File: src/rtl/assert_macros.svh
`ifndef ASSERT_MACROS_SVH
`define ASSERT_MACROS_SVH

// immediate-cycle implication, checked on every rising edge out of reset
`define SHA1_ASSERT_NOW(label, cond, prop, msg) \
	label: assert property (@(posedge clk) disable iff (!arst_n) (cond) |-> (prop)) \
		else $error(msg);

// next-cycle implication
`define SHA1_ASSERT_NEXT(label, cond, prop, msg) \
	label: assert property (@(posedge clk) disable iff (!arst_n) (cond) |=> (prop)) \
		else $error(msg);

`endif

File: src/rtl/sha1_pkg.sv
`default_nettype none

package sha1_pkg;

	typedef logic [4:0][31:0] hash_t;

	typedef enum logic [2:0] {
		ST_IDLE,
		ST_PAD80,
		ST_PADZ,
		ST_LEN_HI,
		ST_LEN_LO,
		ST_COMP,
		ST_DONE
	} state_t;

	typedef struct packed {
		logic merge;
		logic flush;
		logic clear;
	} pack_ctl_t;

	typedef struct packed {
		logic load;
		logic step;
	} sched_ctl_t;

	localparam hash_t INIT_CHAIN = {
		32'hC3D2E1F0, 32'h10325476, 32'h98BADCFE, 32'hEFCDAB89, 32'h67452301
	};

	localparam logic [31:0] K0 = 32'h5A827999;
	localparam logic [31:0] K1 = 32'h6ED9EBA1;
	localparam logic [31:0] K2 = 32'h8F1BBCDC;
	localparam logic [31:0] K3 = 32'hCA62C1D6;

	localparam logic [31:0] PAD_WORD = 32'h80000000;
	localparam logic [4:0] WORDS_PER_BLOCK = 5'd16;
	localparam logic [4:0] LEN_WORD_POS = 5'd14;
	localparam logic [6:0] ROUNDS = 7'd80;

endpackage

`default_nettype wire

File: src/rtl/sha1_pack.sv
`default_nettype none

module sha1_pack (
	input  wire logic              clk,
	input  wire logic              arst_n,
	input  wire sha1_pkg::pack_ctl_t ctl,
	input  wire logic [31:0]       data_word,
	input  wire logic [2:0]        nbytes,
	output logic                   push,
	output logic [31:0]            push_word,
	output logic [1:0]             off
);
	import sha1_pkg::*;

	logic [31:0] part_q;
	logic [1:0]  off_q;
	logic [31:0] dmask;
	logic [63:0] shifted;
	logic [63:0] joined;
	logic [2:0]  total;

	always_comb begin
		unique case (nbytes)
			3'd0: dmask = 32'h00000000;
			3'd1: dmask = 32'hFF000000;
			3'd2: dmask = 32'hFFFF0000;
			3'd3: dmask = 32'hFFFFFF00;
			default: dmask = 32'hFFFFFFFF;
		endcase
	end

	// new bytes land right after the bytes already held
	assign shifted = {data_word & dmask, 32'h0} >> {off_q, 3'b000};
	assign joined = {part_q, 32'h0} | shifted;
	assign total = {1'b0, off_q} + nbytes;

	assign push = (ctl.merge && total[2]) || ctl.flush;
	assign push_word = ctl.flush ? part_q : joined[63:32];
	assign off = off_q;

	always_ff @(posedge clk or negedge arst_n) begin
		if (!arst_n) begin
			part_q <= '0;
			off_q <= '0;
		end else if (ctl.clear || ctl.flush) begin
			part_q <= '0;
			off_q <= '0;
		end else if (ctl.merge) begin
			part_q <= total[2] ? joined[31:0] : joined[63:32];
			off_q <= total[1:0];
		end
	end

endmodule

`default_nettype wire

File: src/rtl/sha1_sched.sv
`default_nettype none

module sha1_sched (
	input  wire logic                 clk,
	input  wire sha1_pkg::sched_ctl_t ctl,
	input  wire logic [31:0]          load_word,
	output logic [31:0]               w_out
);
	import sha1_pkg::*;

	logic [31:0] win_q [16];
	logic [31:0] expand;
	logic [31:0] mix;

	// win_q[k] holds w[t+k] during round t
	assign mix = win_q[13] ^ win_q[8] ^ win_q[2] ^ win_q[0];
	assign expand = {mix[30:0], mix[31]};
	assign w_out = win_q[0];

	always_ff @(posedge clk) begin
		if (ctl.load || ctl.step) begin
			for (int i = 0; i < 15; i++) begin
				win_q[i] <= win_q[i + 1];
			end
			win_q[15] <= ctl.step ? expand : load_word;
		end
	end

endmodule

`default_nettype wire

File: src/rtl/sha1_round.sv
`default_nettype none

module sha1_round (
	input  wire sha1_pkg::hash_t vars,
	input  wire logic [31:0]     w,
	input  wire logic [6:0]      rnd,
	output sha1_pkg::hash_t      vars_next
);
	import sha1_pkg::*;

	logic [31:0] a, b, c, d, e;
	logic [31:0] f, k;

	assign a = vars[0];
	assign b = vars[1];
	assign c = vars[2];
	assign d = vars[3];
	assign e = vars[4];

	always_comb begin
		priority if (rnd < 7'd20) begin
			f = (b & c) | (~b & d);
			k = K0;
		end else if (rnd < 7'd40) begin
			f = b ^ c ^ d;
			k = K1;
		end else if (rnd < 7'd60) begin
			f = (b & c) | (b & d) | (c & d);
			k = K2;
		end else begin
			f = b ^ c ^ d;
			k = K3;
		end
	end

	always_comb begin
		vars_next[0] = {a[26:0], a[31:27]} + f + e + k + w;
		vars_next[1] = a;
		vars_next[2] = {b[1:0], b[31:2]};
		vars_next[3] = c;
		vars_next[4] = d;
	end

endmodule

`default_nettype wire

File: src/rtl/sha1_hash_engine_top.sv
// a word that does not complete a 64-byte block is absorbed straight away while idle
// each completed block takes 80 passes through the shared round unit and one chaining
// update; no new word is accepted while a block is being compressed
// a last word adds a pad step that appends the 0x80 byte, zero fill up to the length position,
// the two length words, the compressions they cause and the digest emit once the output register is free
// reset: asynchronous, chaining value to the initial constants, length and fill to zero
`default_nettype none

module sha1_hash_engine_top (
	input  wire logic        clk,
	input  wire logic        arst_n,
	input  wire logic        in_valid,
	output logic             in_stall,
	input  wire logic [31:0] data_word,
	input  wire logic [2:0]  byte_count,
	input  wire logic        is_last,
	output logic             out_valid,
	input  wire logic        out_stall,
	output logic [31:0]      digest_w0,
	output logic [31:0]      digest_w1,
	output logic [31:0]      digest_w2,
	output logic [31:0]      digest_w3,
	output logic [31:0]      digest_w4
);
	import sha1_pkg::*;

	`include "assert_macros.svh"

	state_t      state_q, state_d, after_state, ret_q;
	logic [4:0]  wc_q;
	logic [6:0]  rnd_q;
	logic [60:0] msg_q;
	hash_t       chain_q, vars_q, dig_q, vars_next;
	logic        out_valid_q;

	logic        acc, out_free, emit, finish, len_push, full_push, pad_done;
	logic [2:0]  nsat, pk_n;
	logic [31:0] pk_data, pk_word, len_word, w_cur, sched_word;
	logic        pk_push;
	logic [1:0]  pk_off;
	logic [63:0] bit_len;
	pack_ctl_t   pk_ctl;
	sched_ctl_t  sc_ctl;

	assign nsat = (byte_count > 3'd4) ? 3'd4 : byte_count;
	assign bit_len = {msg_q, 3'b000};
	assign pad_done = (wc_q == LEN_WORD_POS) && (pk_off == 2'd0);

	// control outputs of the sequencer
	always_comb begin
		in_stall = (state_q != ST_IDLE);
		acc = in_valid && (state_q == ST_IDLE);
		out_free = !out_valid_q || !out_stall;
		pk_ctl.merge = acc || (state_q == ST_PAD80);
		pk_ctl.flush = (state_q == ST_PADZ) && !pad_done;
		pk_ctl.clear = (state_q == ST_DONE) && out_free;
		pk_data = (state_q == ST_PAD80) ? PAD_WORD : data_word;
		pk_n = (state_q == ST_PAD80) ? 3'd1 : nsat;
		len_push = (state_q == ST_LEN_HI) || (state_q == ST_LEN_LO);
		len_word = (state_q == ST_LEN_HI) ? bit_len[63:32] : bit_len[31:0];
		sched_word = len_push ? len_word : pk_word;
		sc_ctl.load = pk_push || len_push;
		sc_ctl.step = (state_q == ST_COMP) && (rnd_q < ROUNDS);
		finish = (state_q == ST_COMP) && (rnd_q == ROUNDS);
		emit = (state_q == ST_DONE) && out_free;
		full_push = sc_ctl.load && (wc_q == WORDS_PER_BLOCK - 5'd1);
	end

	always_comb begin
		unique case (state_q)
			ST_IDLE:   after_state = (acc && is_last) ? ST_PAD80 : ST_IDLE;
			ST_PAD80:  after_state = ST_PADZ;
			ST_PADZ:   after_state = pad_done ? ST_LEN_HI : ST_PADZ;
			ST_LEN_HI: after_state = ST_LEN_LO;
			ST_LEN_LO: after_state = ST_DONE;
			ST_COMP:   after_state = finish ? ret_q : ST_COMP;
			ST_DONE:   after_state = emit ? ST_IDLE : ST_DONE;
			default:   after_state = ST_IDLE;
		endcase
		// a block that fills up is compressed before going on
		state_d = full_push ? ST_COMP : after_state;
	end

	sha1_pack u_pack (
		.clk       (clk),
		.arst_n    (arst_n),
		.ctl       (pk_ctl),
		.data_word (pk_data),
		.nbytes    (pk_n),
		.push      (pk_push),
		.push_word (pk_word),
		.off       (pk_off)
	);

	sha1_sched u_sched (
		.clk       (clk),
		.ctl       (sc_ctl),
		.load_word (sched_word),
		.w_out     (w_cur)
	);

	sha1_round u_round (
		.vars      (vars_q),
		.w         (w_cur),
		.rnd       (rnd_q),
		.vars_next (vars_next)
	);

	always_ff @(posedge clk or negedge arst_n) begin
		if (!arst_n) begin
			state_q <= ST_IDLE;
			ret_q <= ST_IDLE;
			wc_q <= '0;
			rnd_q <= '0;
			msg_q <= '0;
			chain_q <= INIT_CHAIN;
			out_valid_q <= 1'b0;
		end else begin
			state_q <= state_d;
			if (full_push) begin
				ret_q <= after_state;
			end
			if (finish) begin
				wc_q <= '0;
			end else if (sc_ctl.load) begin
				wc_q <= wc_q + 5'd1;
			end
			if (full_push) begin
				rnd_q <= '0;
			end else if (sc_ctl.step) begin
				rnd_q <= rnd_q + 7'd1;
			end
			if (emit) begin
				msg_q <= '0;
			end else if (acc) begin
				msg_q <= msg_q + {58'd0, nsat};
			end
			if (emit) begin
				chain_q <= INIT_CHAIN;
			end else if (finish) begin
				for (int i = 0; i < 5; i++) begin
					chain_q[i] <= chain_q[i] + vars_q[i];
				end
			end
			if (emit) begin
				out_valid_q <= 1'b1;
			end else if (!out_stall) begin
				out_valid_q <= 1'b0;
			end
		end
	end

	always_ff @(posedge clk) begin
		if (full_push) begin
			vars_q <= chain_q;
		end else if (sc_ctl.step) begin
			vars_q <= vars_next;
		end
		if (emit) begin
			dig_q <= chain_q;
		end
	end

	assign out_valid = out_valid_q;
	assign digest_w0 = dig_q[0];
	assign digest_w1 = dig_q[1];
	assign digest_w2 = dig_q[2];
	assign digest_w3 = dig_q[3];
	assign digest_w4 = dig_q[4];

	`SHA1_ASSERT_NEXT(a_full_starts_comp, full_push, (state_q == ST_COMP) && (rnd_q == 7'd0), "full block did not start compression")
	`SHA1_ASSERT_NEXT(a_finish_clears_fill, finish, wc_q == 5'd0, "word count not cleared after compression")
	`SHA1_ASSERT_NOW(a_no_load_in_comp, state_q == ST_COMP, !sc_ctl.load, "schedule loaded during compression")
	`SHA1_ASSERT_NEXT(a_emit_resets, emit, out_valid && (msg_q == 61'd0) && (state_q == ST_IDLE), "digest emit did not reset message state")

endmodule

`default_nettype wire
File: config.mk
export PLATFORM = sky130hd
export DESIGN_NAME = sha1_hash_engine_top
export DESIGN_NICKNAME = d
export VERILOG_FILES = /design/src/rtl/sha1_pkg.sv /design/src/rtl/sha1_pack.sv /design/src/rtl/sha1_sched.sv /design/src/rtl/sha1_round.sv /design/src/rtl/sha1_hash_engine_top.sv
export VERILOG_INCLUDE_DIRS = /design/src /design/src/rtl
export SDC_FILE = /design/constraint.sdc
export NUM_CORES = 2
export LEC_CHECK = 0
export BUFFER_PORTS_ARGS = -buffer_cell sky130_fd_sc_hd__buf_4
export CAP_MARGIN = 10
export CORE_MARGIN = 1
export CORE_UTILIZATION = 50
export CTS_CLUSTER_DIAMETER = 80
export DETAILED_ROUTE_END_ITERATION = 12
export GPL_TIMING_DRIVEN = 0
export PLACE_DENSITY = 0.67
export SLEW_MARGIN = 5
export SYNTH_ARGS = -nofsm -noshare
export SYNTH_HDL_FRONTEND = slang
export SYNTH_SLANG_ARGS = --single-unit
File: constraint.sdc
create_clock -name clk -period 39.7 [get_ports clk]
set_input_delay 7.94 -clock clk [delete_from_list [all_inputs] [get_ports clk]]
set_output_delay 7.94 -clock clk [all_outputs]
set_load 0.05 [all_outputs]
==> reports/results.ini <==
[outcome]
status=finished clean

[synth]
synth_area_mm2=0.0539
synthArstFlopShare_pct=24.8
syn_inst=4530
ys_types=94
synth_ff_type=edfxtp_1
avgSynthCellArea_um2=11.9
synth_edf_count=832
ys_warn_count=0
synth_seq_cells=1106
synth_seq_area_share_pct=59.2
synthesis.nets=4897

[global_routing]
grt_max_degree=114
grt_pass1_vias=35300
antenna_found_initial=1
gr-total-overflow=0
grt_pass1_wl_um=226000
grt_use_total_pct=28.4

[setup_path]
cp-end-kind=register
cp.required_ns=40.07
arrival_ns=12.93
critPathLaunchType=input port
path_max_fanout=59
crit_type=input port to register

[detailed_routing]
drcViolationCount=0
avgViaCountPerCell=5.83
drtIter0Drc=4048
ant_nets=0
vias=37100
wl_per_cell_um=24.4
first_pass_iters=6
drt-total-wl_um=156000

[pwr]
p_per_area_mw_per_mm2=101
irDropWorstVdd_uv=67.3
design_power_total_mw=6.24
p_leak_nw=24.8

[clocking]
path_clk_slew_ns=0.06
ctsHoldBuffers=0
cts_sinks=1106
cts.path.max_buffers=3
post_cts_resized=0
htree_levels=3
clock_latency_ns=0.74
clock-root-buffer=clkbuf_16
cts_tree=yes
postCtsSetupBuffers=0
numCtsBuffers=115

[place]
place_congestion=1.01
dp_hpwl_um=115000
placedCellCount=6149
port_buffers=201
dpl-instance-area_mm2=0.0576

[sta]
finalCriticalPeriod_ns=12.55
max_slew_margin_pct=10.8
fin_setup_tns_ns=0
worst_pin_slew_ns=1.34
setup_viol=0
hold_slack_ns=0.408
finalCritPeriodShare_pct=31.6
finalHoldViolations=0
fmax_mhz=79.7
maxSlewViolCount=0
rsz0062_at_grt=false
fin_worst_skew_ns=0.0522

[floorplan]
rows=120
die_h_um=330
boundaryPins=202
dieArea_mm2=0.109
start_util_pct=50.4
fp.dieW_um=330
placeableCoreArea_mm2=0.107

[final_layout]
fin_cells=6370
n_fill_cell=8809
drive_gt1_share_pct=11.3
nNetsFinal=5231
area_delta_synth_final_pct=14.5
design_area_mm2=0.0618

[run]
maxCapViolCount=0

[min_path]
hold_path.class=register to register

cell families after synthesis:
family | after synthesis | share of synthesized area [%]
xor+xnor | 336 | 5.47
simple gates | 1236 | 10.3
mux | 61 | 1.14
buf+inv | 462 | 3.31
compound gates | 1002 | 11.3
flops | 1106 | 59.2
fa+ha+maj | 327 | 9.24
through the flow:
step,util [%],setup slack [ns]
final,57.7,27.15
after global routing,57.7,27.02
after CTS,57.7,27.29
after detailed placement,53.8,26.54
after global placement,53.4,13.64
after floorplan,-,18.32
sequential cells by signal (all words and copies together), names as in the netlist:
register and cells:
u_sched.win_q 512, state_q 3, digest_w4 32, digest_w0 32
ret_q 3, out_valid 1, msg_q 61, digest_w1 32
u_pack.part_q 32, u_pack.off 2, vars_q 160, rnd_q 7
wc_q 5, digest_w2 32, digest_w3 32, chain_q 160
worst paths after layout:
path	from	endpoint	slack, ns	depth (start not counted)
hold reg to reg	u_sched.win_q[1][108]	u_sched.win_q[1][76]	0.41	0
hold / removal	u_sched.win_q[1][108]	u_sched.win_q[1][76]	0.41	0
min in group asynchronous	arst_n	chain_q[86]	7.26	1
setup / recovery	byte_count[0]	vars_q[98]	27.15	14
max in group asynchronous	arst_n	msg_q[1]	30.90	3
setup reg to reg	rnd_q[5]	vars_q[24]	31.40	21
where the power goes:
part	leakage, nW	total, mW	internal (mW)	switching, mW
sequential	11.4	2.24	1.96	0.278
combinational	11.4	2.83	1.11	1.73
clock	1.99	1.17	0.690	0.479
total	24.8	6.24	3.76	2.48
final cells by class:
| type | instances | area, um^2 | area share [%] |
|---|---|---|---|
| Timing Repair Buffer | 217 | 1910 | 3.10 |
| Sequential cell | 1106 | 31900 | 51.7 |
| Clock inverter | 82 | 1120 | 1.82 |
| Tap cell | 1403 | 1760 | 2.84 |
| Clock buffer | 136 | 3010 | 4.87 |
| Buffer | 164 | 677 | 1.10 |
| Antenna cell | 2 | 5.00 | 0.00810 |
| Inverter | 298 | 1120 | 1.81 |
| Multi-Input combinational cell | 2962 | 20200 | 32.8 |
critical path, stage by stage:
cell and delay (ns):
buf_4 0.12, nor2b_1 0.17, or2_2 0.29, ha_1 0.20, fa_1 0.46, xnor2_2 0.49
nand2_1 0.43, nand2_1 0.39, nand2_1 0.36, buf_2 0.41, buf_2 0.30, nand2_4 0.55
buf_16 0.37, buf_16 0.35
routing by layer:
metal	wire [um]	vias to the layer above	track usage, %
met2	71300	1665	44.6
met1	64800	18200	39.0
met5	0	-	0
li1	-	16900	-
met4	7970	0	13.8
met3	11500	342	4.02
synth_stat cells (108+ instances only):
master      n  share of area [%]
inv_1     296                2.1
o21ai_0   301                2.8
clkbuf_1  119               0.83
xor2_1    131                2.1
ha_1      208                4.8
nor2_1    271                1.9
edfxtp_1  832                 46
nor3_1    108                1.0
a21oi_1   322                3.0
nand3_1   136                1.3
dfrtp_1   194                9.0
xnor2_1   204                3.3
nand2_1   524                3.6
fa_1      119                4.4
cell usage in the layout, fill, tap and decap left out, types with 59 or more instances in the layout:
cell and count:
ha_1 208, xnor2_1 204, buf_4 200, nor2_1 271, nand3_1 136, nor3_1 108, clkbuf_1 130, dfstp_2 80
edfxtp_1 832, fa_1 119, a21oi_1 322, dfrtp_1 194, a21o_1 81, inv_1 296, mux2i_1 59, clkbuf_16 116
o21ai_0 301, nand2_1 522, xor2_1 131
Power figures use the tool's default switching activity.
